===== src/hw/rtl/lbd_pkg.sv =====
// Shared types, defaults and register indexes for the 3D label boundary marker.
package lbd_pkg;

  localparam int unsigned MAX_WIDTH_DEF  = 256;
  localparam int unsigned MAX_HEIGHT_DEF = 256;
  localparam int unsigned LABEL_BITS_DEF = 16;

  localparam int unsigned CFG_DATA_W = 16;
  localparam int unsigned CFG_IDX_W  = 2;

  localparam logic [CFG_IDX_W-1:0] CFG_VOL_WIDTH  = 2'd0;
  localparam logic [CFG_IDX_W-1:0] CFG_VOL_HEIGHT = 2'd1;
  localparam logic [CFG_IDX_W-1:0] CFG_VOL_DEPTH  = 2'd2;

  typedef struct packed {
    logic [15:0] voxel_label;
    logic        flush;
  } in_item_t;

  typedef struct packed {
    logic        is_boundary;
    logic [15:0] centre_label;
    logic        last_voxel;
  } out_item_t;

  // position of the centre voxel against the volume faces
  typedef struct packed {
    logic x_first;
    logic x_last;
    logic y_first;
    logic y_last;
    logic z_first;
    logic z_last;
  } bnd_flags_t;

endpackage


===== src/hw/rtl/lbd_compare.sv =====
// 26-neighbour comparison of the centre voxel with face masking.
module lbd_compare #(
  parameter int unsigned LB = 16
) (
  input  logic [LB-1:0]       win_i [3][3][3],
  input  lbd_pkg::bnd_flags_t flags_i,
  output logic                is_boundary_o
);

  // win_i[a][b][c] holds the neighbour at dz = 1-a, dy = 1-b, dx = 1-c
  always_comb begin : cmp
    logic          ok;
    logic [LB-1:0] nl;
    logic          hit;
    hit = 1'b0;
    for (int a = 0; a < 3; a++) begin
      for (int b = 0; b < 3; b++) begin
        for (int c = 0; c < 3; c++) begin
          ok = !((a == 2) && flags_i.z_first) && !((a == 0) && flags_i.z_last) &&
               !((b == 2) && flags_i.y_first) && !((b == 0) && flags_i.y_last) &&
               !((c == 2) && flags_i.x_first) && !((c == 0) && flags_i.x_last);
          nl = ok ? win_i[a][b][c] : '0;
          if (!((a == 1) && (b == 1) && (c == 1)) && (nl != win_i[1][1][1])) begin
            hit = 1'b1;
          end
        end
      end
    end
    is_boundary_o = hit && (win_i[1][1][1] != '0);
  end

endmodule


===== config.mk =====
export PLATFORM = sky130hd
export DESIGN_NAME = lbd_compare
export DESIGN_NICKNAME = d
export VERILOG_FILES = /design/src/hw/rtl/lbd_pkg.sv /design/src/hw/rtl/lbd_compare.sv
export SDC_FILE = /design/constraint.sdc
export NUM_CORES = 1
export LEC_CHECK = 0
export BUFFER_PORTS_ARGS = -buffer_cell sky130_fd_sc_hd__buf_2
export CAP_MARGIN = 5
export CORE_AREA = 2 2 170 172
export DETAILED_ROUTE_END_ITERATION = 8
export DIE_AREA = 0 0 172 174
export GPL_TIMING_DRIVEN = 0
export SLEW_MARGIN = 10
export SYNTH_ARGS = -nofsm -noshare
export SYNTH_HDL_FRONTEND = slang
export SYNTH_SLANG_ARGS = --single-unit

===== constraint.sdc =====
create_clock -name vclk -period 3.28
set_input_delay 0.164 -clock vclk [all_inputs]
set_output_delay 0.164 -clock vclk [all_outputs]
set_load 0.05 [all_outputs]

==> impl_metrics.toml <==
[outcome]
status = "complete, but fails checks"
violations = "setup timing"

[worst_hold_path]
min_to = "is_boundary_o"
hold_path_class = "in -> out"
whs_path_depth = 7
min-delay-start = "win_i[429]"

[power_and_ir_drop]
p_leak_nw = 4.19
p_total_w = 0.00153
vdd_drop_max_v = 0.0000446
powerDensity_nw_per_um2 = 145

[floorplan]
core_area_sq_um = 28200
die_h_microns = 174
fp-row-count = 62
dieArea_sq_um = 29900
die_w_microns = 172
pin_count = 439
start_util_pct = 25.0

[sta]
fin_crit_sh_pct = 103
setup_violations = 1
grt_setup_unrepaired = "true"
finalMaxSlewViolations = 0
period_minus_slack_ns = 3.37
finalHoldViolCount = 0
holdWs_ns = 1.21
worst_pin_slew_ns = 0.795
max_clock_freq_mhz = 297
fin_ws_ns = -0.0872
slew_headroom_pct = 47.0

[final_layout]
post_layout_nonfiller_instances = 1997
final_layout_size_suffix_gt1_share_pct = 38.5
nFlopsAndLatches = 0
nClkBuffers = 0
final_nets = 2044
syn2layout_area_growth_pct = 49.5
fillers = 3289
seq_area_sq_um = 0
stdcell_area_sq_um = 10500

[detailed_routing]
detail_route.wl_per_cell_microns = 32.9
via_count = 13300
drc_errors = 0
vias_per_cell = 6.65
first_pass_iters = 8
drt_iter0_drc = 2047
ant_nets = 0
wl_mm = 65.8

[yosys]
synth_area_leaders = "xnor2_1 (11%), nand2_1 (6.8%), o21ai_0 (6.0%)"
synth_area_per_cell_sq_um = 6.08
yosysMostFrequentCell = "nand2_1"
synth_top_cell_area_share_pct = 11.2
synth_nets = 1597
seq_area_frac_synth_pct = 0
syn_area_sq_um = 7050
ys_types = 65
synth_warnings = 0
synth_cells = 1159
synth_top_area_cell = "xnor2_1"
yosys-top-cells-count = "nand2_1 (128), xnor2_1 (90), o21ai_0 (85)"

[setup_path]
crit_type = "in -> out"
cp-end-kind = "output port"
worstPathArrival_ns = 3.20
worst-path-max-fanout = 10
start_kind = "input port"
crit_required_ns = 3.12

[placement]
dp_hpwl_mm = 51.5
dpl_cell_area_sq_um = 9660
io_buffer_count = 426
dp_cells = 1969
place_congestion = 1.05
place_ws_ns = -1.36

[global_route]
overflow = 0
antenna_found_initial = 15
globalRouteTotalUtil_pct = 41.5
grt_pass1_vias = 12500
grt_first_pass_wirelength_mm = 88.8
grt_max_degree = 11

[job]
max_cap_viol_count = 0

[cts]
postCtsHoldBufs = 0
[how the worst max path moves through the flow]
stage	startpoint	to	slack, ns	cells past startpoint
after detailed placement	win_i[221]	is_boundary_o	-1.36	12
after floorplan	flags_i[0]	is_boundary_o	0.50	11
final	win_i[212]	is_boundary_o	-0.09	12
after CTS	flags_i[1]	is_boundary_o	0.002	13
after global routing	flags_i[4]	is_boundary_o	-0.12	12
after global placement	win_i[221]	is_boundary_o	-1.34	12
[placed cells by master (no fill, tap or decap), drive strengths merged, types with 8 or more instances in the layout]
master and count:
and4 30, o32ai 9, nor2b 36, and3 17, nor3 31, nor4 24
nand3 50, a22o 9, buf 505, nand3b 18, a32oi 9, o22ai 12
clkbuf 61, a21oi 83, nor4bb 15, o21ai 85, nand2b 8, diode 9
nand4 55, nor4b 13, xor2 12, a31oi 41, xnor2 90, a22oi 31
nor2 73, a221oi 42, inv 16, nand2 128
[power by group]
group	leakage, nW	total [W]	switching (W)	internal, W
registers	0	0	0	0
logic	4.19	0.00153	0.000955	0.000571
clock network	0.0000570	0.000000000368	0	0.000000000368
[per-layer routing]
metal	track usage [%]	up-vias	routed length (microns)
met3	12.5	345	9690
li1	-	5421	-
met4	25.1	12	5170
met1	50.5	6200	23100
met2	63.9	1307	27800
met5	0	-	68
[critical path, cell delays in order]
cell and delay, ns:
buf_2 0.09, clkbuf_2 0.24, buf_4 0.33, buf_2 0.39, a21oi_1 0.16, nor4_1 0.26, nand4_1 0.27, nor4_2 0.40
nand4_1 0.19, nor4_4 0.38, a31oi_4 0.09, buf_6 0.20
[layout make-up]
type | count | area [sq um] | area share [%]
tap | 384 | 480 | 4.56
timing repair buffer | 445 | 2300 | 21.9
inverter | 21 | 88.8 | 0.843
antenna | 9 | 22.5 | 0.214
buffer | 121 | 866 | 8.22
multi-input combinational | 1017 | 6770 | 64.3
[metrics by stage]
step | setup TNS, ns | utilization (%)
after floorplan | 0 | -
after global routing | -0.119 | 37.3
final | -0.0872 | 37.3
after detailed placement | -1.36 | 34.2
after global placement | -1.34 | 34.2
after CTS | 0 | 36.4
[timing repair]
action | 4_1_cts | 5_1_grt
resized for setup | 218 | 48
buffers inserted | 8 | 11
pin swaps | 11 | 17
setup endpoints to repair | 1 | 1
[cell families (layout without fill, tap and decap cells)]
group           count (synthesis)  after routing  share of synthesized area (%)
compound gates                395            395                           37.8
xor+xnor                      102            102                           12.7
other cells                     0              9                              0
buf+inv                       142            587                           8.49
simple gates                  520            520                           41.0
Power figures use the tool's default switching activity.
