--- src/hw/rtl/lbd_delay_ram.sv ---
// Programmable-length delay line built on a one-port-read, one-port-write RAM.
module lbd_delay_ram #(
  parameter int unsigned DEPTH = 256,
  parameter int unsigned LB    = 16,
  localparam int unsigned AW   = $clog2(DEPTH),
  localparam int unsigned LW   = $clog2(DEPTH + 1)
) (
  input  logic          clk_i,
  input  logic          rst_ni,
  input  logic          adv_i,
  input  logic          clr_i,
  input  logic [LW-1:0] len_i,
  input  logic [LB-1:0] din_i,
  output logic [LB-1:0] dout_o
);

  logic [LB-1:0] mem_q [DEPTH];
  logic [LB-1:0] rd_q;
  logic [LB-1:0] byp_q;
  logic [AW-1:0] ptr_q, ptr_d;
  logic [LW:0]   ptr_nxt;

  assign ptr_nxt = (LW+1)'(ptr_q) + (LW+1)'(1);

  always_comb begin
    ptr_d = ptr_q;
    if (clr_i) begin
      ptr_d = '0;
    end else if (adv_i) begin
      ptr_d = (ptr_nxt >= (LW+1)'(len_i)) ? '0 : AW'(ptr_nxt);
    end
  end

  always_ff @(posedge clk_i or negedge rst_ni) begin
    if (!rst_ni) begin
      ptr_q <= '0;
    end else begin
      ptr_q <= ptr_d;
    end
  end

  // read-before-write: the slot holds the sample from len_i transactions ago
  always_ff @(posedge clk_i) begin
    if (adv_i) begin
      mem_q[ptr_q] <= din_i;
      rd_q         <= mem_q[ptr_q];
      byp_q        <= din_i;
    end
  end

  assign dout_o = (len_i == '0) ? byp_q : rd_q;

endmodule

--- config.mk ---
export PLATFORM = sky130hd
export DESIGN_NAME = lbd_delay_ram
export DESIGN_NICKNAME = d
export VERILOG_FILES = /design/src/hw/rtl/lbd_delay_ram.sv
export SDC_FILE = /design/constraint.sdc
export NUM_CORES = 2
export LEC_CHECK = 0
export ABC_CLOCK_PERIOD_IN_PS = 3800
export BUFFER_PORTS_ARGS = -buffer_cell sky130_fd_sc_hd__buf_2
export CAP_MARGIN = 20
export CORE_MARGIN = 2
export CORE_UTILIZATION = 30
export DETAILED_ROUTE_END_ITERATION = 6
export SETUP_SLACK_MARGIN = 0.05
export SYNTH_ARGS = -nofsm -noshare
export SYNTH_HDL_FRONTEND = slang
export SYNTH_SLANG_ARGS = --single-unit
--- constraint.sdc ---
create_clock -name clk_i -period 3.8 [get_ports clk_i]
set_input_delay 0.76 -clock clk_i [delete_from_list [all_inputs] [get_ports clk_i]]
set_output_delay 0.76 -clock clk_i [all_outputs]
set_load 0.01 [all_outputs]
==> impl_metrics.json <==
{
  "routed_wl_mm": 410,
  "endpoint_kind": "flop",
  "rr_startpoint": "ptr_q[1]",
  "viasPerCell": 5.14,
  "clkTransAtPathRegs_ns": 0.06,
  "synth_async_sr_flop_share": 0.00193,
  "hp-class": "primary input to flop",
  "max_cap_viol_count": 0,
  "slew_viol_final": 0,
  "vdd_ir_drop_max_uv": 404,
  "worst_r2r_endpoint": "rd_q[13]",
  "path_class": "flop to flop",
  "power.density_nw_per_um2": 553,
  "cts_tree": "yes",
  "grt_max_degree": 140,
  "syn_area_per_cell_um2": 23.1,
  "clk_latency_ns": 0.96,
  "grt.overflow.total": 0,
  "crit_required_ns": 4.47,
  "coreArea_um2": 521000,
  "outcome": "finished, final reports clean",
  "synthDistinctLibCells": 38,
  "vias": 76400,
  "fin_nets": 7610,
  "grt_setup_unrepaired": "true",
  "ys.flop_type": "edfxtp_1",
  "pin_count": 45,
  "synth_area_leader_cell": "edfxtp_1",
  "yosys_warnings": 0,
  "die_w_um": 727,
  "synth.area.top_cells": "edfxtp_1 79%, mux4_2 15%, a22oi_1 1.3%, a221oi_1 0.71%, a22o_1 0.71%",
  "fin_crit_ns": 3.70,
  "max_freq_ghz": 0.270,
  "min_from": "din_i[15]",
  "seq_area_um2": 124000,
  "finalPower_w": 0.102,
  "stdcell_area_um2": 185000,
  "period_share": 0.974,
  "final-setup-viol-count": 0,
  "post_drt_wl_per_cell_um": 27.6,
  "start_kind": "flop",
  "min_to": "mem_q[156][15]",
  "port_buffers": 44,
  "synth.net_count": 6833,
  "leakage_nw": 56.8,
  "netlist_top_cells_count": "4128 x edfxtp_1, 1024 x mux4_2, 296 x nor2_1, 272 x a22oi_1, 224 x clkbuf_1",
  "hold_viol": 0,
  "synth_edf_count": 4128,
  "grt_pass1_wl_mm": 579,
  "multi_input_area_um2": 31300,
  "cts_sinks": 4136,
  "cp.arrival_ns": 4.37,
  "drtPass1Iterations": 6,
  "htree_levels": 5,
  "drive_above_1_share": 0.317,
  "drt_iter0_markers": 10200,
  "cts.path.max_buffers": 4,
  "grt_antenna_before_repair": 28,
  "synth_seq_area_share": 0.791,
  "post-synth-top-count-cell": "edfxtp_1",
  "cts_root_buf": "clkbuf_16",
  "grt_pass1_vias": 76600,
  "syn_inst": 6791,
  "synth_top_area_share": 0.790,
  "antenna_left": 0,
  "ys_seq_elements": 4136,
  "drc_errors": 0,
  "rows": 265,
  "netlist_area_um2": 157000,
  "slew-limit-headroom": 0.246,
  "critPathMaxFanout": 57,
  "skew_ns": 0.0602,
  "rr_worst_depth": 10,
  "die-area_um2": 529000,
  "r2r_slack_ns": 0.10,
  "grt_usage": 0.150,
  "holdPathStages": 1,
  "dp_hpwl_mm": 246,
  "initial_core_util": 0.301,
  "cts_inserted_buffers": 413,
  "gp_congestion": 0.813,
  "worstMarginPinSlew_ns": 1.13,
  "area_delta_synth_final_pct": 17.9,
  "nFillCells": 47200,
  "placedInstanceArea_um2": 171000,
  "die_h_um": 727
}
-- cells in the final DEF, fill, tap and decap left out, types with 7 or more instances in the layout --
cell type and count:
nor2_1 272, nor2_2 23, a21oi_1 129, bufinv_16 45, a22oi_1 263, o221ai_1 43
inv_6 9, a221oi_2 14, nor3_1 19, buf_16 11, nand3_2 15, nor3_2 8
buf_8 18, o22ai_1 30, diode_2 7, inv_1 10, a22oi_2 9, a221oi_1 113
o21ai_0 8, ha_1 13, clkbuf_16 423, nor3_4 7, buf_2 28, mux2_2 16
edfxtp_1 4128, a22o_1 128, buf_4 617, buf_12 98, nand2_1 30, nor2b_1 7
clkinv_2 87, clkinvlp_4 17, clkbuf_1 71, mux4_2 1024, clkinv_1 98
-- cell type report --
type / instances / share of cell area
antenna: 7 / 0.0000946
clock buffer: 490 / 0.0581
clock inverter: 272 / 0.0143
inverter: 10 / 0.000203
multi-input combinational: 2225 / 0.169
sequential: 4136 / 0.671
tap: 6942 / 0.0469
timing repair buffer: 782 / 0.0404
-- power by group --
part           switching (W)  total, W  internal [W]
clock network         0.0171    0.0404        0.0233
registers          0.0000842    0.0504        0.0503
logic                0.00642    0.0115       0.00503
total                 0.0237     0.102        0.0786
-- state kept, by name, summed over array words and instances, names as in the netlist --
name / flops
ptr_q: 8
mem_q: 4096
byp_q: 16
rd_q: 16
-- stage by stage --
step | TNS [ns] | hold WS (ns) | worst slack [ns] | instances | utilization
2_1_floorplan | 0 | 0.464 | 0.783 | 6791 | -
3_3_place_gp | -2.38 | 0.626 | -0.439 | 14100 | 0.328
3_5_place_dp | -1.95 | 0.628 | -0.457 | 14100 | 0.328
4_1_cts | 0 | 0.169 | 0.0461 | 14900 | 0.355
5_1_grt | 0 | 0.214 | 0.0244 | 14900 | 0.355
6_report | 0 | 0.231 | 0.101 | 14900 | 0.355
-- logic make-up (layout without fill, tap and decap cells) --
| kind of cell | Yosys count | after routing | share of synthesized area |
|---|---|---|---|
| multiplexers | 1040 | 1040 | 0.148 |
| adder cells (fa/ha/maj) | 13 | 13 | 0.00104 |
| flip-flops | 4136 | 4136 | 0.791 |
| AO/OA/AOI/OAI | 753 | 753 | 0.0360 |
| buffers and inverters | 430 | 1554 | 0.0128 |
| other | 0 | 7 | 0 |
| XOR/XNOR | 5 | 5 | 0.000279 |
| AND/OR/NAND/NOR | 414 | 414 | 0.0108 |
-- how the worst max path moves through the flow --
stage | from | endpoint | slack (ns) | cells past startpoint
finish | ptr_q[1] | rd_q[13] | 0.10 | 10
global route | ptr_q[0] | rd_q[1] | 0.02 | 12
CTS | ptr_q[0] | rd_q[12] | 0.05 | 9
detailed placement | ptr_q[0] | rd_q[2] | -0.46 | 10
global placement | ptr_q[0] | rd_q[10] | -0.44 | 10
floorplan | adv_i | mem_q[147][0] | 0.78 | 4
-- what timing repair did --
item                                   in CTS  in global routing
endpoints found under the hold margin       8                  0
pin swaps                                   1                  8
setup buffers                               0                  0
setup endpoints to repair                  13                 15
resized for setup                          39                 34
gates cloned                                0                  4
hold buffers                                1                  0
-- layer usage --
metal  vias to the layer above  share of wire  track usage
li1                      30900              -            -
met1                     41200           0.40        0.209
met2                      3676           0.47        0.238
met3                       565          0.098       0.0313
met4                         4          0.026       0.0400
met5                         -       0.000063            0
-- critical path: stages (launching register included) --
cell	delay, ns
dfrtp_4	0.50
buf_12	0.25
buf_12	0.37
mux4_2	0.37
a22o_1	0.33
a221oi_1	0.41
buf_4	0.21
o221ai_1	0.27
a22oi_2	0.39
buf_4	0.18
o221ai_1	0.09
No activity file was read; power rests on OpenSTA's default activity.
